`src/rtl/core/ckblit_pkg.sv`:
```
package ckblit_pkg;

  localparam int unsigned PixelBits  = 16;
  localparam int unsigned DimBits    = 12;
  localparam int unsigned PosBits    = 13;
  localparam int unsigned OffsetBits = 24;
  localparam int unsigned IndexBits  = 4;
  localparam int unsigned CfgBits    = 16;
  localparam int unsigned CoordBits  = 15;

  localparam logic [IndexBits-1:0] REG_X_POSITION     = 4'd0;
  localparam logic [IndexBits-1:0] REG_Y_POSITION     = 4'd1;
  localparam logic [IndexBits-1:0] REG_IMAGE_WIDTH    = 4'd2;
  localparam logic [IndexBits-1:0] REG_IMAGE_HEIGHT   = 4'd3;
  localparam logic [IndexBits-1:0] REG_ALIGNMENT_MODE = 4'd4;
  localparam logic [IndexBits-1:0] REG_SCREEN_COLUMNS = 4'd5;
  localparam logic [IndexBits-1:0] REG_SCREEN_ROWS    = 4'd6;
  localparam logic [IndexBits-1:0] REG_COLOR_KEY      = 4'd7;

  localparam logic [1:0] ALIGN_LEFT = 2'd0;
  localparam logic [1:0] ALIGN_HALF = 2'd1;
  localparam logic [1:0] ALIGN_FULL = 2'd2;

  typedef struct packed {
    logic signed [PosBits-1:0] x_position;
    logic signed [PosBits-1:0] y_position;
    logic [DimBits-1:0]        image_width;
    logic [DimBits-1:0]        image_height;
    logic [1:0]                alignment_mode;
    logic [DimBits-1:0]        screen_columns;
    logic [DimBits-1:0]        screen_rows;
    logic [PixelBits-1:0]      color_key;
  } cfg_t;

  typedef struct packed {
    logic [PixelBits-1:0] pixel;
    logic [DimBits-1:0]   row;
    logic [DimBits-1:0]   col;
    logic [DimBits-1:0]   columns;
    logic                 on_screen;
    logic                 opaque;
    logic                 last;
  } coord_t;

endpackage

```
`src/rtl/core/ckblit_regs.sv`:
```
module ckblit_regs (
  input  logic                             clk,
  input  logic                             rst_n,
  input  logic                             wr_en,
  input  logic [ckblit_pkg::IndexBits-1:0] wr_index,
  input  logic [ckblit_pkg::CfgBits-1:0]   wr_data,
  output ckblit_pkg::cfg_t                 cfg,
  output logic                             restart
);

  ckblit_pkg::cfg_t cfg_r;
  ckblit_pkg::cfg_t cfg_nxt;
  logic             hit;

  always_comb begin
    cfg_nxt = cfg_r;
    hit     = 1'b0;
    if (wr_en) begin
      hit = 1'b1;
      unique case (wr_index)
        ckblit_pkg::REG_X_POSITION:     cfg_nxt.x_position     = $signed(wr_data[12:0]);
        ckblit_pkg::REG_Y_POSITION:     cfg_nxt.y_position     = $signed(wr_data[12:0]);
        ckblit_pkg::REG_IMAGE_WIDTH:    cfg_nxt.image_width    = wr_data[11:0];
        ckblit_pkg::REG_IMAGE_HEIGHT:   cfg_nxt.image_height   = wr_data[11:0];
        ckblit_pkg::REG_ALIGNMENT_MODE: cfg_nxt.alignment_mode = wr_data[1:0];
        ckblit_pkg::REG_SCREEN_COLUMNS: cfg_nxt.screen_columns = wr_data[11:0];
        ckblit_pkg::REG_SCREEN_ROWS:    cfg_nxt.screen_rows    = wr_data[11:0];
        ckblit_pkg::REG_COLOR_KEY:      cfg_nxt.color_key      = wr_data[15:0];
        default:                        hit = 1'b0;
      endcase
    end
  end

  always_ff @(posedge clk) begin
    if (!rst_n) begin
      cfg_r.x_position     <= 13'sd0;
      cfg_r.y_position     <= 13'sd0;
      cfg_r.image_width    <= 12'd1;
      cfg_r.image_height   <= 12'd1;
      cfg_r.alignment_mode <= ckblit_pkg::ALIGN_LEFT;
      cfg_r.screen_columns <= 12'd1024;
      cfg_r.screen_rows    <= 12'd768;
      cfg_r.color_key      <= 16'd0;
    end else begin
      cfg_r <= cfg_nxt;
    end
  end

  assign cfg     = cfg_r;
  assign restart = hit;

endmodule

```
`src/rtl/core/ckblit_coord.sv`:
```
module ckblit_coord (
  input  logic                             clk,
  input  logic                             rst_n,
  input  ckblit_pkg::cfg_t                 cfg,
  input  logic                             restart,
  input  logic                             in_valid,
  output logic                             in_ready,
  input  logic [ckblit_pkg::PixelBits-1:0] in_pixel,
  output logic                             s1_valid,
  input  logic                             s1_ready,
  output ckblit_pkg::coord_t               s1_data
);

  localparam int unsigned DB = ckblit_pkg::DimBits;
  localparam int unsigned CB = ckblit_pkg::CoordBits;

  logic [DB-1:0]       col_r, col_nxt;
  logic [DB-1:0]       row_r, row_nxt;
  logic                valid_r, valid_nxt;
  ckblit_pkg::coord_t  data_r, data_nxt;

  logic [DB-1:0]        w, h;
  logic [DB:0]          adjust;
  logic signed [CB-1:0] anchor_x, sc, sr;
  logic                 load;
  logic                 col_wrap, row_wrap;

  assign in_ready = !valid_r || s1_ready;
  assign load     = in_valid && in_ready;

  always_comb begin
    w = (cfg.image_width == '0) ? DB'(1) : cfg.image_width;
    h = (cfg.image_height == '0) ? DB'(1) : cfg.image_height;
    case (cfg.alignment_mode)
      ckblit_pkg::ALIGN_HALF: adjust = {1'b0, w >> 1};
      ckblit_pkg::ALIGN_FULL: adjust = {1'b0, w};
      default:                adjust = '0;
    endcase
    anchor_x = CB'(cfg.x_position) - $signed(CB'(adjust));
    sc = anchor_x + $signed(CB'(col_r));
    sr = CB'(cfg.y_position) + $signed(CB'(h)) - $signed(CB'(1)) - $signed(CB'(row_r));

    data_nxt.pixel     = in_pixel;
    data_nxt.row       = sr[DB-1:0];
    data_nxt.col       = sc[DB-1:0];
    data_nxt.columns   = cfg.screen_columns;
    data_nxt.on_screen = !sc[CB-1] && (sc[CB-2:0] < (CB-1)'(cfg.screen_columns))
                      && !sr[CB-1] && (sr[CB-2:0] < (CB-1)'(cfg.screen_rows));
    data_nxt.opaque    = in_pixel != cfg.color_key;
    data_nxt.last      = (col_r >= w - DB'(1)) && (row_r >= h - DB'(1));

    col_wrap = ({1'b0, col_r} + (DB+1)'(1)) >= {1'b0, w};
    row_wrap = ({1'b0, row_r} + (DB+1)'(1)) >= {1'b0, h};

    col_nxt = col_r;
    row_nxt = row_r;
    if (restart) begin
      col_nxt = '0;
      row_nxt = '0;
    end else if (load) begin
      if (col_wrap) begin
        col_nxt = '0;
        row_nxt = row_wrap ? '0 : row_r + DB'(1);
      end else begin
        col_nxt = col_r + DB'(1);
      end
    end

    if (load) begin
      valid_nxt = 1'b1;
    end else if (s1_ready) begin
      valid_nxt = 1'b0;
    end else begin
      valid_nxt = valid_r;
    end
  end

  always_ff @(posedge clk) begin
    if (!rst_n) begin
      col_r   <= '0;
      row_r   <= '0;
      valid_r <= 1'b0;
    end else begin
      col_r   <= col_nxt;
      row_r   <= row_nxt;
      valid_r <= valid_nxt;
    end
  end

  always_ff @(posedge clk) begin
    if (load) begin
      data_r <= data_nxt;
    end
  end

  assign s1_valid = valid_r;
  assign s1_data  = data_r;

endmodule

```
`src/rtl/core/ckblit_out.sv`:
```
module ckblit_out (
  input  logic                              clk,
  input  logic                              rst_n,
  input  logic                              s1_valid,
  output logic                              s1_ready,
  input  ckblit_pkg::coord_t                s1_data,
  output logic                              out_valid,
  input  logic                              out_ready,
  output logic [ckblit_pkg::OffsetBits-1:0] out_offset,
  output logic [ckblit_pkg::PixelBits-1:0]  out_pixel,
  output logic                              out_write,
  output logic                              out_last
);

  localparam int unsigned OB = ckblit_pkg::OffsetBits;

  logic                                valid_r, valid_nxt;
  logic [OB-1:0]                       offset_r, offset_nxt;
  logic [ckblit_pkg::PixelBits-1:0]    pixel_r;
  logic                                write_r, last_r;
  logic                                load;

  assign s1_ready = !valid_r || out_ready;
  assign load     = s1_valid && s1_ready;

  always_comb begin
    offset_nxt = '0;
    if (s1_data.on_screen) begin
      offset_nxt = OB'(s1_data.row) * OB'(s1_data.columns) + OB'(s1_data.col);
    end
    if (load) begin
      valid_nxt = 1'b1;
    end else if (out_ready) begin
      valid_nxt = 1'b0;
    end else begin
      valid_nxt = valid_r;
    end
  end

  always_ff @(posedge clk) begin
    if (!rst_n) begin
      valid_r <= 1'b0;
    end else begin
      valid_r <= valid_nxt;
    end
  end

  always_ff @(posedge clk) begin
    if (load) begin
      offset_r <= offset_nxt;
      pixel_r  <= s1_data.pixel;
      write_r  <= s1_data.on_screen && s1_data.opaque;
      last_r   <= s1_data.last;
    end
  end

  assign out_valid  = valid_r;
  assign out_offset = offset_r;
  assign out_pixel  = pixel_r;
  assign out_write  = write_r;
  assign out_last   = last_r;

endmodule

```
`src/rtl/core/color_key_sprite_blit_core.sv`:
```
// Colour-key sprite blitter. Source pixels of a bottom-up image arrive one per request on the
// input stream, rows bottom-up and columns left to right; each yields one result carrying the
// framebuffer offset (row times screen columns plus column), the pixel, a write flag in tuser
// that is set only when the target is on screen and the pixel differs from the colour key, and
// tlast on the final pixel of the image. A request is taken every clock unless out_tready stalls
// the output; one register stage forms the clipped screen coordinates from the column and row
// counters, the next forms the offset with a single 12 by 12 bit multiply. A configuration
// write to register index 0 to 7 restarts the image at its first pixel and should be made while idle.
module color_key_sprite_blit_core (
  input  logic        clk,
  input  logic        rst_n,
  input  logic        in_tvalid,
  output logic        in_tready,
  input  logic [15:0] in_tdata,   // [15:0] source_pixel
  output logic        out_tvalid,
  input  logic        out_tready,
  output logic [39:0] out_tdata,  // [23:0] fb_offset, [39:24] pixel_out
  output logic        out_tuser,  // [0] write_enable
  output logic        out_tlast,
  input  logic        cfg_valid,
  output logic        cfg_ready,
  input  logic [3:0]  cfg_index,
  input  logic [15:0] cfg_data
);

  ckblit_pkg::cfg_t   cfg;
  logic               restart;
  logic               s1_valid;
  logic               s1_ready;
  ckblit_pkg::coord_t s1_data;
  logic [23:0]        offset;
  logic [15:0]        pixel;

  assign cfg_ready = 1'b1;

  ckblit_regs u_regs (
    .clk      (clk),
    .rst_n    (rst_n),
    .wr_en    (cfg_valid && cfg_ready),
    .wr_index (cfg_index),
    .wr_data  (cfg_data),
    .cfg      (cfg),
    .restart  (restart)
  );

  ckblit_coord u_coord (
    .clk      (clk),
    .rst_n    (rst_n),
    .cfg      (cfg),
    .restart  (restart),
    .in_valid (in_tvalid),
    .in_ready (in_tready),
    .in_pixel (in_tdata),
    .s1_valid (s1_valid),
    .s1_ready (s1_ready),
    .s1_data  (s1_data)
  );

  ckblit_out u_out (
    .clk        (clk),
    .rst_n      (rst_n),
    .s1_valid   (s1_valid),
    .s1_ready   (s1_ready),
    .s1_data    (s1_data),
    .out_valid  (out_tvalid),
    .out_ready  (out_tready),
    .out_offset (offset),
    .out_pixel  (pixel),
    .out_write  (out_tuser),
    .out_last   (out_tlast)
  );

  assign out_tdata = {pixel, offset};

endmodule
```
`config.mk`:
```
export PLATFORM = sky130hd
export DESIGN_NAME = color_key_sprite_blit_core
export DESIGN_NICKNAME = d
export VERILOG_FILES = /design/src/rtl/core/ckblit_pkg.sv /design/src/rtl/core/ckblit_regs.sv /design/src/rtl/core/ckblit_coord.sv /design/src/rtl/core/ckblit_out.sv /design/src/rtl/core/color_key_sprite_blit_core.sv
export SDC_FILE = /design/constraint.sdc
export NUM_CORES = 1
export LEC_CHECK = 0
export ABC_AREA = 0
export BUFFER_PORTS_ARGS = -buffer_cell sky130_fd_sc_hd__buf_4
export CAP_MARGIN = 25
export CORE_MARGIN = 3
export CORE_UTILIZATION = 40
export DETAILED_ROUTE_END_ITERATION = 8
export HOLD_SLACK_MARGIN = 0.08
export SETUP_SLACK_MARGIN = 0.5
export SLEW_MARGIN = 20
export SYNTH_ARGS = -nofsm -noshare
export SYNTH_HDL_FRONTEND = slang
export SYNTH_SLANG_ARGS = --single-unit
```
`constraint.sdc`:
```
create_clock -name clk -period 5.6 [get_ports clk]
set_input_delay 1.12 -clock clk [delete_from_list [all_inputs] [get_ports clk]]
set_output_delay 1.12 -clock clk [all_outputs]
set_load 0.005 [all_outputs]
```
==> out/results.ini <==
[synthesis]
synth.area.top_cells=edfxtp_1, ha_1, dfxtp_1
synth_top_area_share_pct=16.5
yosysTopAreaCell=edfxtp_1
synth-warning-count=0
synth.avg_cell_area_um2=9.41
synth-async-reset-ratio_pct=0
ys.flop_type=dfxtp_1
synth_nets=2226
synthCells=1873
synth-seq-cells=215
ys_types=74
ys_seq_area_share_pct=29.9
synth-edff-count=97
syn_area_mm2=0.0176

[worst_setup_path]
max_stage_delay_ns=0.58
cpMostUsedCell=fa_1
critPathArrivalTime_ns=5.52
worstSetupStartpointType=register
crit_type=reg2reg
r2r_slack_ns=0.38
worstPathRequired_ns=5.90
path_cells=buf_6 -> and2_4 -> fa_1 -> fa_2 -> fa_1 -> fa_1 -> inv_1 -> fa_1 -> inv_1 -> ha_2 -> a21oi_2 -> o21ai_2 -> a21oi_2 -> a21oi_4 -> or3_1 -> a31oi_1 -> xnor2_1 -> and2_1
r2r-start=u_coord.s1_data[5]
cp_max_fo=6
r2r_end=u_out.out_offset[23]
endpoint_kind=register
r2r_cells=18
cp_slowest_cell=fa_1

[final_layout]
n_fill_cell=4040
multiInputGateArea_mm2=0.0116
diodes=0
drive_gt1_share_pct=15.9
final_area_mm2=0.0207
area_delta_synth_final_pct=17.7
final_cell_mix=nand2_1, inv_1, ha_1
final_common_cell=nand2_1
nNetsFinal=2363
ff_latch_area_mm2=0.00528

[global_route]
grt_pass1_wl_mm=70.0
grt_usage_pct=18.4
grt_remaining_overflow=0
grt_max_degree=97
antenna_found_initial=0
grt_pass1_vias=13400

[die]
die_width_um=216
die_area_mm2=0.0466
die_h_um=216
start_util_pct=40.7
coreArea_mm2=0.0433
num_rows=76
ios=86

[clock_tree]
cts_root_buffer=clkbuf_16
clk-insertion-delay-late_ns=0.55
cts_hold_buf=0
cts_tree=built
clkSlewWorstSetupHoldPaths_ns=0.06
numCtsBuffers=26
clock_path_buffers=3
cts_htree_levels=1
clock-sinks=215

[sta]
tightestPinTransition_ns=0.936
fmax_mhz=192
hold_viol_final=0
rsz0062_at_grt=yes
finalWorstSetupSlack_ns=0.385
maxSlewViolCount=0
holdWs_ns=0.416
clock_skew_ns=0.0145
fin_setup_tns_ns=0
slew_headroom_pct=37.4
setup_viol=0
period_share_pct=93.1
period_minus_slack_ns=5.22

[routing]
firstDrtPassIters=5
drc=0
via_count=13200
totalWireLength_mm=42.9
viasPerCell=5.04
ant_nets=0
wl_per_cell_um=16.4
drt_iter0_markers=645

[power_and_ir_drop]
power_mw=6.79
irDropWorstVdd_mv=0.415
power_density_mw_per_mm2=327
p_leak_nw=9.10

[run]
max_cap_violations=0

[placed_design]
gp_congestion=0.837
post_dp_cell_area_mm2=0.0191
portBuffers=84
pre_cts_ws_ns=0.0849
hpwl_mm=32.6

[status]
status=finished, final reports clean

[min_path]
min_path_type=reg2reg
hp-start=u_coord.s1_data[48]
hold_depth=0
holdPathEnd=u_out.out_pixel[9]

-- state kept, by name, indices dropped and copies added (netlist names) --
name and flops:
u_out.out_write 1, u_coord.row_r 12, u_coord.s1_valid 1, u_out.out_valid 1, u_out.out_offset 24, u_coord.s1_data 55
u_out.out_last 1, u_regs.cfg 92, u_coord.col_r 12, u_out.out_pixel 16
-- critical path, delay by kind of cell, from the launching register on --
kind,cells,cell delay [ns]
flops,1,0.49
fa+ha+maj,6,2.80
buf+inv,3,0.27
compound gates,5,0.73
simple gates,3,0.61
xor+xnor,1,0.08
-- what timing repair did --
item | in CTS | in global routing
pin swaps | 72 | 30
setup buffers | 51 | 7
resized for setup | 56 | 22
endpoints found under the setup margin | 12 | 12
-- logic make-up (layout without fill, tap and decap cells) --
logic type,count (synthesis),in the layout,synth area share [%]
buffers and inverters,289,446,6.23
adder cells (fa/ha/maj),312,312,27.0
flip-flops,215,215,29.9
XOR/XNOR,106,106,5.27
other,1,1,0.0213
AND/OR/NAND/NOR,603,603,17.1
AO/OA/AOI/OAI,298,298,11.6
multiplexers,49,49,2.79
-- area by class of cell --
cell class                 count  area share [%]
tap                          585            3.53
clock inverter                10           0.519
timing repair buffer         186            6.88
multi-input combinational   1369            56.0
clock buffer                  38            3.85
sequential                   215            25.4
inverter                     212            3.84
-- power breakdown --
| part | internal [mW] | total [mW] | switching (mW) |
|---|---|---|---|
| clock | 1.08 | 1.77 | 0.689 |
| combinational | 1.54 | 3.17 | 1.62 |
| sequential | 1.79 | 1.86 | 0.0635 |
-- metal layers --
layer  share of wire [%]  vias to the layer above  GRT usage (%)
met3                 3.8                       53           2.48
met4                 2.2                        0           4.14
li1                    -                     6592              -
met2                  48                      225           32.3
met5                   0                        -              0
met1                  46                     6311           24.4
-- synthesized netlist by cell type, types with 5 or more instances --
master and instances:
inv_1 212, a211oi_1 15, mux2i_1 48, and2_1 85, a21oi_1 65, nor2_1 50
a31oi_1 7, a21boi_0 43, nor4_1 15, and3_1 19, nor3b_1 5, ha_1 197
nand2_1 236, o21ai_0 45, nor2b_1 59, edfxtp_1 97, nor3_1 25, nand4_1 12
a22oi_1 15, o21a_1 15, or3_1 12, xor2_1 38, o211ai_1 12, or2_2 14
fa_1 115, xnor2_1 68, clkbuf_1 71, dfxtp_1 118, nand3_1 39, o21bai_1 9
a21o_1 29, nand2b_1 15, nand3b_1 5
-- how the worst max path moves through the flow --
| stage | cells after the start | start | slack, ns | endpoint |
|---|---|---|---|---|
| 2_1_floorplan | 20 | u_coord.s1_data[8] | 0.50 | u_out.out_offset[23] |
| 3_3_place_gp | 18 | u_coord.s1_data[34] | 0.14 | u_out.out_offset[23] |
| 3_5_place_dp | 18 | u_coord.s1_data[33] | 0.08 | u_out.out_offset[23] |
| 4_1_cts | 18 | u_coord.s1_data[3] | 0.43 | u_out.out_offset[23] |
| 5_1_grt | 25 | u_regs.cfg[58] | 0.23 | u_coord.s1_data[2] |
| 6_report | 18 | u_coord.s1_data[5] | 0.38 | u_out.out_offset[23] |
-- through the flow --
step / utilization (%) / std cells
2_1_floorplan: - / 1873
3_3_place_gp: 44.1 / 2509
3_5_place_dp: 44.1 / 2509
4_1_cts: 47.6 / 2608
5_1_grt: 47.9 / 2615
6_report: 47.9 / 2615
No activity file was read; power rests on OpenSTA's default activity.
